[config.mk]
export PLATFORM = sky130hd
export DESIGN_NAME = hrt_cell
export DESIGN_NICKNAME = d
export VERILOG_FILES = /design/src/hdl/hop_route_table_engine_assert.svh /design/src/hdl/hrt_pkg.sv /design/src/hdl/hrt_cell.sv
export SDC_FILE = /design/constraint.sdc
export NUM_CORES = 1
export LEC_CHECK = 0
export ABC_AREA = 0
export BUFFER_PORTS_ARGS = -buffer_cell sky130_fd_sc_hd__buf_2
export CAP_MARGIN = 15
export CORE_ASPECT_RATIO = 1.75
export CORE_MARGIN = 2
export CORE_UTILIZATION = 40
export CTS_CLUSTER_DIAMETER = 50
export DETAILED_ROUTE_END_ITERATION = 6
export HOLD_SLACK_MARGIN = 0.15
export MAX_ROUTING_LAYER = met4
export PLACE_DENSITY = 0.8
export SYNTH_ARGS = -nofsm -noshare
export SYNTH_HDL_FRONTEND = slang
export SYNTH_SLANG_ARGS = --single-unit
[constraint.sdc]
create_clock -name clock -period 13.2 [get_ports clock]
set_clock_uncertainty 0.15 [all_clocks]
set_input_delay 3.96 -clock clock [delete_from_list [all_inputs] [get_ports clock]]
set_output_delay 3.96 -clock clock [all_outputs]
set_load 0.01 [all_outputs]
[src/hdl/hop_route_table_engine_assert.svh]
// Assertion macros shared by the route table engine.
`ifndef HOP_ROUTE_TABLE_ENGINE_ASSERT_SVH
`define HOP_ROUTE_TABLE_ENGINE_ASSERT_SVH
// Property that must hold whenever reset is low.
`define HRT_ASSERT(lbl, prop, msg) \
   lbl: assert property (@(posedge clock) disable iff (reset) (prop)) else $error(msg);
// Property checked also during reset.
`define HRT_ASSERT_ALWAYS(lbl, prop, msg) \
   lbl: assert property (@(posedge clock) (prop)) else $error(msg);
`endif

[src/hdl/hrt_pkg.sv]
`timescale 1ns / 1ps
package hrt_pkg;
   localparam int DefTableDepth = 16;
   localparam logic [7:0] NO_ADDR = 8'hFF;
   localparam int ResMax = 16;

   typedef enum logic [2:0] {
      REQ_ANNOUNCE = 3'd0,
      REQ_NEIGHBOR = 3'd1,
      REQ_TICK     = 3'd2,
      REQ_LOOKUP   = 3'd3,
      REQ_ADVERTISE = 3'd4
   } req_code_type;

   typedef enum logic [1:0] {
      KIND_UPDATE = 2'd0,
      KIND_LOOKUP = 2'd1,
      KIND_ADV    = 2'd2
   } kind_type;

   typedef enum logic [0:0] {
      CSR_LIFE_RELOAD = 1'b0,
      CSR_LIFE_DECREMENT = 1'b1
   } csr_index_type;

   typedef enum logic [2:0] {
      ST_IDLE,
      ST_SCAN,
      ST_WRITE,
      ST_ADV,
      ST_RESP,
      ST_ADV_END
   } state_type;

   typedef struct packed {
      logic [7:0] life;
      logic [7:0] node;
      logic [7:0] relay_one;
      logic [7:0] relay_two;
      logic [1:0] cost;
   } entry_type;

   // Command broadcast to every cell for one cycle.
   typedef struct packed {
      logic       shift;     // rotate the ring by one cell
      logic       tick;      // age the entry at the head
      logic       wr;        // write the head entry
      logic       set_r2;
      logic [7:0] decrement;
      entry_type  wdata;
   } cell_ctl_type;
endpackage

[src/hdl/hrt_cell.sv]
`timescale 1ns / 1ps
// One table entry. The cells form a ring; when ctl.shift is set, every
// entry moves one cell toward the head, and the head cell applies edits.
module hrt_cell (
   input  logic                 clock,
   input  logic                 reset,
   input  hrt_pkg::cell_ctl_type ctl,
   input  logic                 is_head,
   input  hrt_pkg::entry_type   from_prev,
   output hrt_pkg::entry_type   q
);
   import hrt_pkg::*;
   entry_type e_ff, e_in;
   entry_type cur;

   always_comb begin
      cur = e_ff;
      if (is_head && ctl.tick) begin
         if (e_ff.life > ctl.decrement) cur.life = e_ff.life - ctl.decrement;
         else cur.life = '0;
      end
      if (is_head && ctl.wr) begin
         cur.life = ctl.wdata.life;
         cur.node = ctl.wdata.node;
         cur.cost = ctl.wdata.cost;
         cur.relay_one = ctl.wdata.relay_one;
         if (ctl.set_r2) cur.relay_two = ctl.wdata.relay_two;
      end
      e_in = cur;
      if (ctl.shift) e_in = from_prev;
   end

   always_ff @(posedge clock) begin
      if (reset) e_ff <= '0;
      else e_ff <= e_in;
   end
   assign q = cur;
endmodule

; ---- After elaboration in Yosys (flattened, before gate mapping)
; Cells that the tools add are included.
[word_totals]
register_bits = 34
inputBits = 83
out_inout_bits = 34
elab_cells = 14
[op_classes]
n_addsub = 1
n_lt_le_gt_ge = 1
mux = 5
reduce_logical = 2
[op_table]
columns = op, n
row1 = 34-bit two-way mux, 2
row2 = 8-bit two-way mux, 3
row3 = 8-bit greater-than comparator, 1
row4 = 8-bit subtractor, 1
row5 = 1-bit logical AND, 2

; ---- Depth between registers and ports, before layout
; Gate-level depths: netlist of run 1.
[depth]
word_depth = 5
mapped_depth = 9
mapped_depth_nobuf = 9

; ---- Least setup slack after synthesis of run 1
; No wires, ideal clock.
[synth_timing]
kind = input port to output port
start = input port ctl[39] in the netlist's numbering
end = output port q[29] in the netlist's numbering
arrival_ns = 5.970
required_time_ns = 9.090
setup_slack_ns = 3.120
cell_stages = 8
path_buffers = 1
path_cell_list = inv_1 > ha_1 > buf_4 > nand4_1 > or3_1 > a311oi_4 > or3b_1 > a31oi_1
[synth_rtl]
columns = item, line_no
row1 = "start, declared", hrt_cell.sv:7  ; input hrt_pkg::cell_ctl_type ctl,
row2 = "end, declared", hrt_cell.sv:10  ; output hrt_pkg::entry_type q

==> results of run 1 <==
-- kinds of logic (layout without fill, tap and decap cells) --
kind of cell,count (synthesis),in the layout
simple gates,155,155
compound gates,72,72
flops,34,34
fa+ha+maj,9,9
mux,10,10
xor+xnor,3,3
buf+inv,33,137
-- cell type report --
| type | count | area [sq um] | share of cell area (%) |
|---|---|---|---|
| clock inverter | 2 | 10.0 | 0.345 |
| tap | 74 | 92.6 | 3.19 |
| inverter | 14 | 52.6 | 1.81 |
| sequential | 34 | 681 | 23.5 |
| multi-input combinational | 249 | 1420 | 48.8 |
| clock buffer | 5 | 68.8 | 2.37 |
| timing repair buffer | 116 | 581 | 20.0 |
-- critical path, delay by kind of cell --
| kind | cells | cell delay, ns |
|---|---|---|
| simple gates | 3 | 1.03 |
| fa+ha+maj | 1 | 0.39 |
| compound gates | 2 | 0.67 |
| buf+inv | 3 | 0.26 |
-- power groups by stage --
stage / registers, uW / clock network, uW / logic, uW
5_1_grt: 112 / 80.2 / 88.3
3_5_place_dp: 114 / 0 / 79.1
2_1_floorplan: 113 / 0 / 50.4
6_report: 112 / 71.8 / 79.2
4_1_cts: 112 / 75.2 / 79.6
3_3_place_gp: 114 / 0 / 77.6
-- routing by layer --
layer	wire length [microns]	track usage [%]
met1	2310	21.0
met2	3590	39.7
met3	252	3.51
met4	160	10.1
met5	0	-
-- cell usage in the layout (no fill, tap or decap), types with 3 or more instances in the layout --
cell type | netlist | routed
nor2b_1 | 3 | 3
buf_2 | 0 | 116
nand2_1 | 91 | 91
ha_1 | 8 | 8
a21oi_1 | 42 | 42
inv_1 | 14 | 14
a31oi_1 | 3 | 3
xor2_1 | 3 | 3
clkbuf_8 | 0 | 5
o21ai_0 | 6 | 6
a211oi_1 | 3 | 3
nor2_1 | 16 | 16
nand3_1 | 3 | 3
mux2_2 | 9 | 9
dfxtp_1 | 34 | 34
nand2b_1 | 30 | 30
-- path summary, 6_finish.rpt --
path	startpoint	endpoint	depth (start not counted)
worst max-delay path	ctl[39]	q[29]	9
worst min-delay path	e_ff[30]	e_ff[30]	2
worst max register to register	e_ff[31]	e_ff[29]	6
worst min register to register	e_ff[30]	e_ff[30]	2
-- through the flow --
step,instances,area [sq um],hold WS [ns]
CTS,494,2900,0.391
floorplan,316,2220,0.331
global placement,487,2820,0.354
global route,494,2900,0.401
finish,494,2900,0.395
detailed placement,487,2820,0.381
==> impl_metrics.json, run 1 <==
{
  "outcome": "completed",
  "maxCapViolCount": 0,
  "cts_tree": "done",
  "hold_viol": 0,
  "via_count": 2499,
  "regToRegSetupSlack_ns": 10.49,
  "insertion_delay_ns": 0.27,
  "postSynthCellCount": 316,
  "place_congestion": 0.974,
  "initial_core_util_pct": 42.0,
  "viasPerCell": 5.06,
  "cp_max_fo": 10,
  "ys_async_sr_fraction_pct": 0,
  "yosysUniqueCellTypes": 39,
  "synthAdderAreaFrac_pct": 5.40,
  "postRouteAntennaNets": 0,
  "grt_pass1_vias": 2358,
  "dp_hpwl_microns": 4750,
  "pin_count": 117,
  "cpMaxStageDelayCell": "a311oi_4",
  "grt_pass1_wl_microns": 9910,
  "root_buffer": "clkbuf_8",
  "swShare_pct": 31.3,
  "wl_microns": 6310,
  "synth-compound-area-share_pct": 20.3,
  "antenna_found_initial": 0,
  "hold_path_class": "reg2reg",
  "fin_nets": 512,
  "die_h_microns": 103,
  "p_leak_uw": 0.00147,
  "cts.htree.levels": 2,
  "synthTopCellsByArea": "dfxtp_1 (31%), nand2_1 (15%), a21oi_1 (9.5%)",
  "top_regs": "e_ff: 34 flops",
  "synth.largest_area_cell": "dfxtp_1",
  "synth_xor_area_share_pct": 1.18,
  "drc": 0,
  "power-per-cell-area_nw_per_um2": 90.6,
  "synth_top_family_by_area": "simple AND/OR/NAND/NOR gates",
  "p_switching_uw": 82.2,
  "diodes": 0,
  "internal_power_uw": 180,
  "max_stage_delay_ns": 0.50,
  "grt_usage_pct": 21.5,
  "tightestPinTransition_ns": 1.12,
  "wl_per_cell_microns": 12.8,
  "post_cts_resized": 0,
  "cts_setup_buffers": 0,
  "ys.flop_type": "dfxtp_1",
  "preCtsSetupSlack_ns": 2.78,
  "critical_path_arrival_ns": 6.32,
  "critPathCaptureType": "primary output",
  "vdd_drop_max_v": 0.0000488,
  "clkTransAtPathRegs_ns": 0.07,
  "yosysSeqAreaShare_pct": 30.6,
  "port-buffer-count": 116,
  "finalSetupViolCount": 0,
  "core_sq_um": 5300,
  "fin_crit_ns": 10.43,
  "n_fill_cell": 559,
  "p_seq_share_pct": 42.5,
  "grt_max_degree": 71,
  "critPathMostFrequentCell": "buf_2",
  "critical_path_required_ns": 9.09,
  "p_comb_share_pct": 30.2,
  "yosys.area_share.simple_pct": 31.7,
  "synth_edf_count": 0,
  "drtIter0Drc": 94,
  "path_cells": "buf_2 > inv_1 > ha_1 > nand4_1 > or3_1 > a311oi_4 > or3b_1 > a31oi_1 > buf_2",
  "ctsHoldBuffers": 0,
  "slew_viol_final": 0,
  "cts_buffer_depth": 2,
  "start_kind": "input pin",
  "fin_crit_sh_pct": 79.0,
  "power_uw": 263,
  "synth_fp_nets": 408,
  "post-route-util_pct": 54.7,
  "largest_reg_flops": 34,
  "clkPwrFrac_pct": 27.3,
  "setup_ws_ns": 2.77,
  "syn_area_sq_um": 2220,
  "yosysMostFrequentCell": "nand2_1",
  "yosysTopAreaCellShare_pct": 30.6,
  "ys_warn_count": 0,
  "rows": 35,
  "rsz0062_at_grt": "false",
  "avgSynthCellArea_sq_um": 7.04,
  "fmax_ghz": 0.0959,
  "max_slew_margin_pct": 25.1,
  "drive_above_1_share_pct": 32.1,
  "first_pass_iters": 4,
  "fin_tns_setup_ns": 0,
  "largest-register": "e_ff",
  "cts_buffers": 5,
  "syn_to_final_growth_pct": 30.4,
  "muxShareOfSynthArea_pct": 5.01,
  "synth_seq_cells": 34,
  "overflow": 0,
  "cts_sinks": 34,
  "synth_common_cells": "nand2_1 (91), a21oi_1 (42), dfxtp_1 (34), nand2b_1 (30)",
  "die_w_microns": 60.4,
  "crit_type": "in2out",
  "die-area_sq_um": 6190
}
(Power assumes the default switching activity.)
==> run 2, diff against run 1 <==
Clock period 13.2 ns to 9.6 ns, I/O delays scaled along.
==> run 2 against run 1 <==
  * Cell area rose by 1.3%
  * Largest cell class unchanged
  * Total power rose by 50%
  * Clock-buffer cell count rose by 1
  * Combinational power rose by 39%
  * Routed wire length rose by 2.0%
  * Via count rose by 2.0%
==> impl_metrics.json, run 2 (synthesis gave the netlist of run 1 again) <==
{
  "outcome": "completed",
  "drive_above_1_share_pct": 32.2,
  "place_congestion": 0.975,
  "die-area_sq_um": 6190,
  "postRouteAntennaNets": 0,
  "cts_sinks": 34,
  "use_met1_pct": 20.6,
  "insertion_delay_ns": 0.27,
  "multi_input_area_sq_um": 1420,
  "cts.htree.levels": 2,
  "antenna_found_initial": 0,
  "initial_core_util_pct": 42.0,
  "maxCapViolCount": 0,
  "met2_usage_pct": 41.5,
  "r2r_start": "e_ff[26]",
  "grt_max_degree": 71,
  "slew_viol_final": 0,
  "grt_pass1_vias": 2478,
  "fin_tns_setup_ns": 0,
  "largest-register": "e_ff",
  "first_pass_iters": 4,
  "critPathMostFrequentCell": "buf_2",
  "stdcell_area_sq_um": 2940,
  "cts_tree": "done",
  "dp_hpwl_microns": 4860,
  "via_count": 2550,
  "vdd_drop_max_v": 0.0000920,
  "ctsHoldBuffers": 0,
  "fin_nets": 513,
  "cts_setup_buffers": 0,
  "power-per-cell-area_nw_per_um2": 134,
  "fin_crit_sh_pct": 86.0,
  "critical_path_arrival_ns": 5.22,
  "path_cells": "buf_2 > ha_1 > inv_1 > fa_1 > a211oi_1 > or3_1 > a311oi_4 > or3b_1 > a31oi_1 > buf_2",
  "post_cts_resized": 0,
  "top_regs": "e_ff: 34 flops",
  "fmax_ghz": 0.121,
  "drtIter0Drc": 72,
  "core_sq_um": 5300,
  "tightestPinTransition_ns": 1.04,
  "grt_use_met3_pct": 2.76,
  "cp_max_fo": 10,
  "rsz0062_at_grt": "false",
  "ff_latch_area_sq_um": 681,
  "root_buffer": "clkbuf_8",
  "wl_per_cell_microns": 13.0,
  "max_stage_delay_ns": 0.50,
  "rows": 35,
  "die_w_microns": 60.4,
  "cts_buffer_depth": 2,
  "final_common_cell": "buf_2",
  "top_usage_layer": "met2",
  "p_leak_uw": 0.00149,
  "crit_start": "ctl[34]",
  "n_fill_cell": 547,
  "pin_count": 117,
  "clkTransAtPathRegs_ns": 0.07,
  "fin_crit_ns": 8.25,
  "diodes": 0,
  "finalSetupViolCount": 0,
  "start_kind": "input pin",
  "hold_path_class": "reg2reg",
  "drc": 0,
  "hold_viol": 0,
  "viasPerCell": 5.14,
  "syn_to_final_growth_pct": 32.2,
  "overflow": 0,
  "port-buffer-count": 116,
  "critical_path_required_ns": 6.57,
  "dpl_cell_area_sq_um": 2830,
  "critPathCaptureType": "primary output",
  "wl_microns": 6440,
  "largest_reg_flops": 34,
  "final_cell_mix": "buf_2 (116), nand2_1 (91), a21oi_1 (42)",
  "hp-start": "e_ff[30]",
  "max_slew_margin_pct": 30.7,
  "grt_usage_pct": 21.9,
  "grt_pass1_wl_microns": 10100,
  "die_h_microns": 103,
  "cpMaxStageDelayCell": "a311oi_4",
  "crit_type": "in2out",
  "cts_buffers": 5
}
run 2: cell types whose count changed in the layout (fill, tap and decap cells not counted):
cell        previous run  this run
clkinvlp_4             0         1
clkinv_2               2         0
clkbuf_1               0         1
bufinv_16              0         1
buf_4                  0         1
run 2: final cells by class:
cell class / instances / share of cell area [%]
Clock buffer: 6 / 2.47
Clock inverter: 2 / 1.28
Inverter: 14 / 1.79
Multi-Input combinational cell: 249 / 48.1
Sequential cell: 34 / 23.2
Tap cell: 74 / 3.15
Timing Repair Buffer: 117 / 20.0
run 2: critical path: cells and delay by family:
kind	cells	cell delay (ns)
AO/OA/AOI/OAI	3	0.79
adder cells (fa/ha/maj)	2	0.39
buffers and inverters	3	0.32
AND/OR/NAND/NOR	2	0.84
run 2: power breakdown:
part           switching (uW)  internal [uW]  total, uW
Combinational            60.4           49.4        110
Clock                    52.7           77.5        130
Sequential               3.42            150        154
run 2: path summary, 6_finish.rpt:
path                    to  slack (ns)  cells after the start
hold / removal    e_ff[30]        0.39                      2
hold reg to reg   e_ff[30]        0.39                      2
setup reg to reg  e_ff[29]        6.85                      9
setup / recovery     q[29]        1.35                     10
run 2: stage by stage:
step	setup slack (ns)	utilization [%]	cells	power [uW]	hold slack, ns
after CTS	1.37	55.5	496	398	0.381
after floorplan	1.68	-	316	225	0.331
after global routing	1.19	55.5	496	417	0.405
after global placement	1.41	53.4	488	263	0.353
final	1.35	55.5	496	394	0.388
after detailed placement	1.36	53.4	488	266	0.371
run 2: routing by layer:
metal	vias to the layer above	wire [microns]
met3	22	251
met4	0	229
met5	-	0
li1	1265	-
met1	1170	2250
met2	93	3710
==> run 3, diff against run 2 <==
--- a/config.mk
+++ b/config.mk
@@ -8,13 +8,15 @@
 export ABC_AREA = 0
 export BUFFER_PORTS_ARGS = -buffer_cell sky130_fd_sc_hd__buf_2
-export CAP_MARGIN = 15
+export CAP_MARGIN = 30
+export CELL_PAD_IN_SITES_DETAIL_PLACEMENT = 1
+export CELL_PAD_IN_SITES_GLOBAL_PLACEMENT = 2
 export CORE_ASPECT_RATIO = 1.75
 export CORE_MARGIN = 2
-export CORE_UTILIZATION = 40
+export CORE_UTILIZATION = 23
 export CTS_CLUSTER_DIAMETER = 50
 export DETAILED_ROUTE_END_ITERATION = 6
 export HOLD_SLACK_MARGIN = 0.15
 export MAX_ROUTING_LAYER = met4
-export PLACE_DENSITY = 0.8
+export PLACE_DENSITY = 0.89
 export SYNTH_ARGS = -nofsm -noshare
 export SYNTH_HDL_FRONTEND = slang
==> constraint.sdc (replaced) <==
create_clock -name clock -period 9.6 [get_ports clock]
set_clock_uncertainty 0.15 [all_clocks]
set_input_delay 1.92 -clock clock [delete_from_list [all_inputs] [get_ports clock]]
set_output_delay 1.92 -clock clock [all_outputs]
set_load 0.01 [all_outputs]
==> run 3 against run 2 <==
  * Cell area grew 4.3%
  * Final cell count rose by 10%
  * Sequential share of layout area decreased by 0.95 points
==> impl_metrics.json, run 3 (synthesis gave the netlist of run 1 again) <==
{
  "drtIter0Drc": 48,
  "root_buffer": "clkbuf_16",
  "grt_pass1_wl_microns": 12600,
  "die-area_sq_um": 10500,
  "ctsHoldBuffers": 0,
  "grt_max_degree": 43,
  "cp_max_fo": 10,
  "initial_core_util_pct": 23.6,
  "regToRegSetupSlack_ns": 6.87,
  "die_h_microns": 134,
  "diodes": 0,
  "postRouteAntennaNets": 0,
  "clkTransAtPathRegs_ns": 0.05,
  "critical_path_arrival_ns": 4.29,
  "drc": 0,
  "drive_above_1_share_pct": 32.5,
  "fin_crit_ns": 6.36,
  "rsz0062_at_grt": "false",
  "rows": 47,
  "pin_count": 117,
  "power-per-cell-area_nw_per_um2": 140,
  "critPathCaptureType": "primary output",
  "die_w_microns": 78.3,
  "cts_tree": "done",
  "power_uw": 428,
  "finalNonFillerCells": 546,
  "cp_num_buf_inv": 3,
  "cts_buffer_depth": 2,
  "crit_type": "in2out",
  "place_congestion": 0.903,
  "max_stage_delay_ns": 0.51,
  "core_sq_um": 9410,
  "vdd_drop_max_v": 0.0000877,
  "hold_path_class": "reg2reg",
  "largest_reg_flops": 34,
  "rr_worst_depth": 9,
  "cts_sinks": 34,
  "tightestPinTransition_ns": 0.776,
  "antenna_found_initial": 0,
  "first_pass_iters": 4,
  "top_regs": "e_ff: 34 flops",
  "hold_viol": 0,
  "final_common_cell": "buf_2",
  "grt_pass1_vias": 2804,
  "maxCapViolCount": 0,
  "post_cts_resized": 0,
  "cp_top_family": "simple AND/OR/NAND/NOR gates",
  "fmax_ghz": 0.157,
  "path_cells": "buf_2 > inv_1 > ha_1 > nand4_1 > or3_1 > a311oi_4 > or3b_1 > a31oi_1 > buf_2",
  "cts.htree.levels": 2,
  "slew_viol_final": 0,
  "wl_per_cell_microns": 13.9,
  "largest-register": "e_ff",
  "cts_buffers": 5,
  "p_leak_uw": 0.00152,
  "final_cell_mix": "buf_2 (116), nand2_1 (91), a21oi_1 (42)",
  "max_slew_margin_pct": 48.3,
  "overflow": 0,
  "outcome": "completed",
  "insertion_delay_ns": 0.27,
  "syn_to_final_growth_pct": 37.8,
  "min_path_cells": 2,
  "viasPerCell": 4.73,
  "via_count": 2583,
  "port-buffer-count": 116,
  "critPathMostFrequentCell": "buf_2",
  "fin_crit_sh_pct": 66.2,
  "fin_nets": 515,
  "cpMaxStageDelayCell": "a311oi_4",
  "grt_usage_pct": 15.3,
  "critical_path_required_ns": 7.53,
  "dp.cells": 538,
  "finalSetupViolCount": 0,
  "path_depth": 9,
  "cts_setup_buffers": 0,
  "fin_tns_setup_ns": 0,
  "start_kind": "input pin",
  "wl_microns": 7580,
  "dp_hpwl_microns": 5900
}
## run 3: cell count changes in the layout (fill, tap and decap cells not counted)
cell	delta
bufinv_16	-1
clkbuf_16	+5
buf_4	+1
buf_12	+1
clkinvlp_4	-1
clkinv_2	+1
clkbuf_8	-4
## run 3: report_power, final
group,total (uW),internal (uW),switching (uW)
clock,162,103,59.5
combinational,112,50.3,62.2
sequential,154,150,3.22
## run 3: worst min-delay path: cells and delay by family, from the launching register on
family           cells  cell delay, ns
flip-flops           1            0.31
AO/OA/AOI/OAI        1            0.08
AND/OR/NAND/NOR      1            0.07
## run 3: cell type report
cell class,instances,area (sq um)
Inverter,14,52.6
Sequential cell,34,681
Multi-Input combinational cell,249,1420
Fill cell,1228,6340
Tap cell,122,153
Timing Repair Buffer,119,616
Clock inverter,1,5.00
Clock buffer,7,143
## run 3: final timing paths
kind,from,end
hold reg to reg,e_ff[30],e_ff[30]
setup reg to reg,e_ff[26],e_ff[29]
setup / recovery,ctl[39],q[29]
hold / removal,e_ff[30],e_ff[30]
## run 3: through the flow
step	setup WS [ns]	instance area, sq um	hold WS, ns	utilization, %
detailed placement	3.20	2920	0.361	31.0
floorplan	3.60	2220	0.331	-
global placement	3.26	2900	0.355	30.8
global route	3.07	3060	0.409	32.6
CTS	3.21	3060	0.375	32.6
finish	3.24	3060	0.372	32.6
## run 3: metal layers
layer | vias up | routed length (microns) | GRT usage [%]
met5 | - | 0 | -
met4 | 0 | 162 | 4.78
met3 | 11 | 250 | 2.15
met2 | 70 | 4380 | 29.9
met1 | 1234 | 2790 | 15.1
li1 | 1268 | - | -
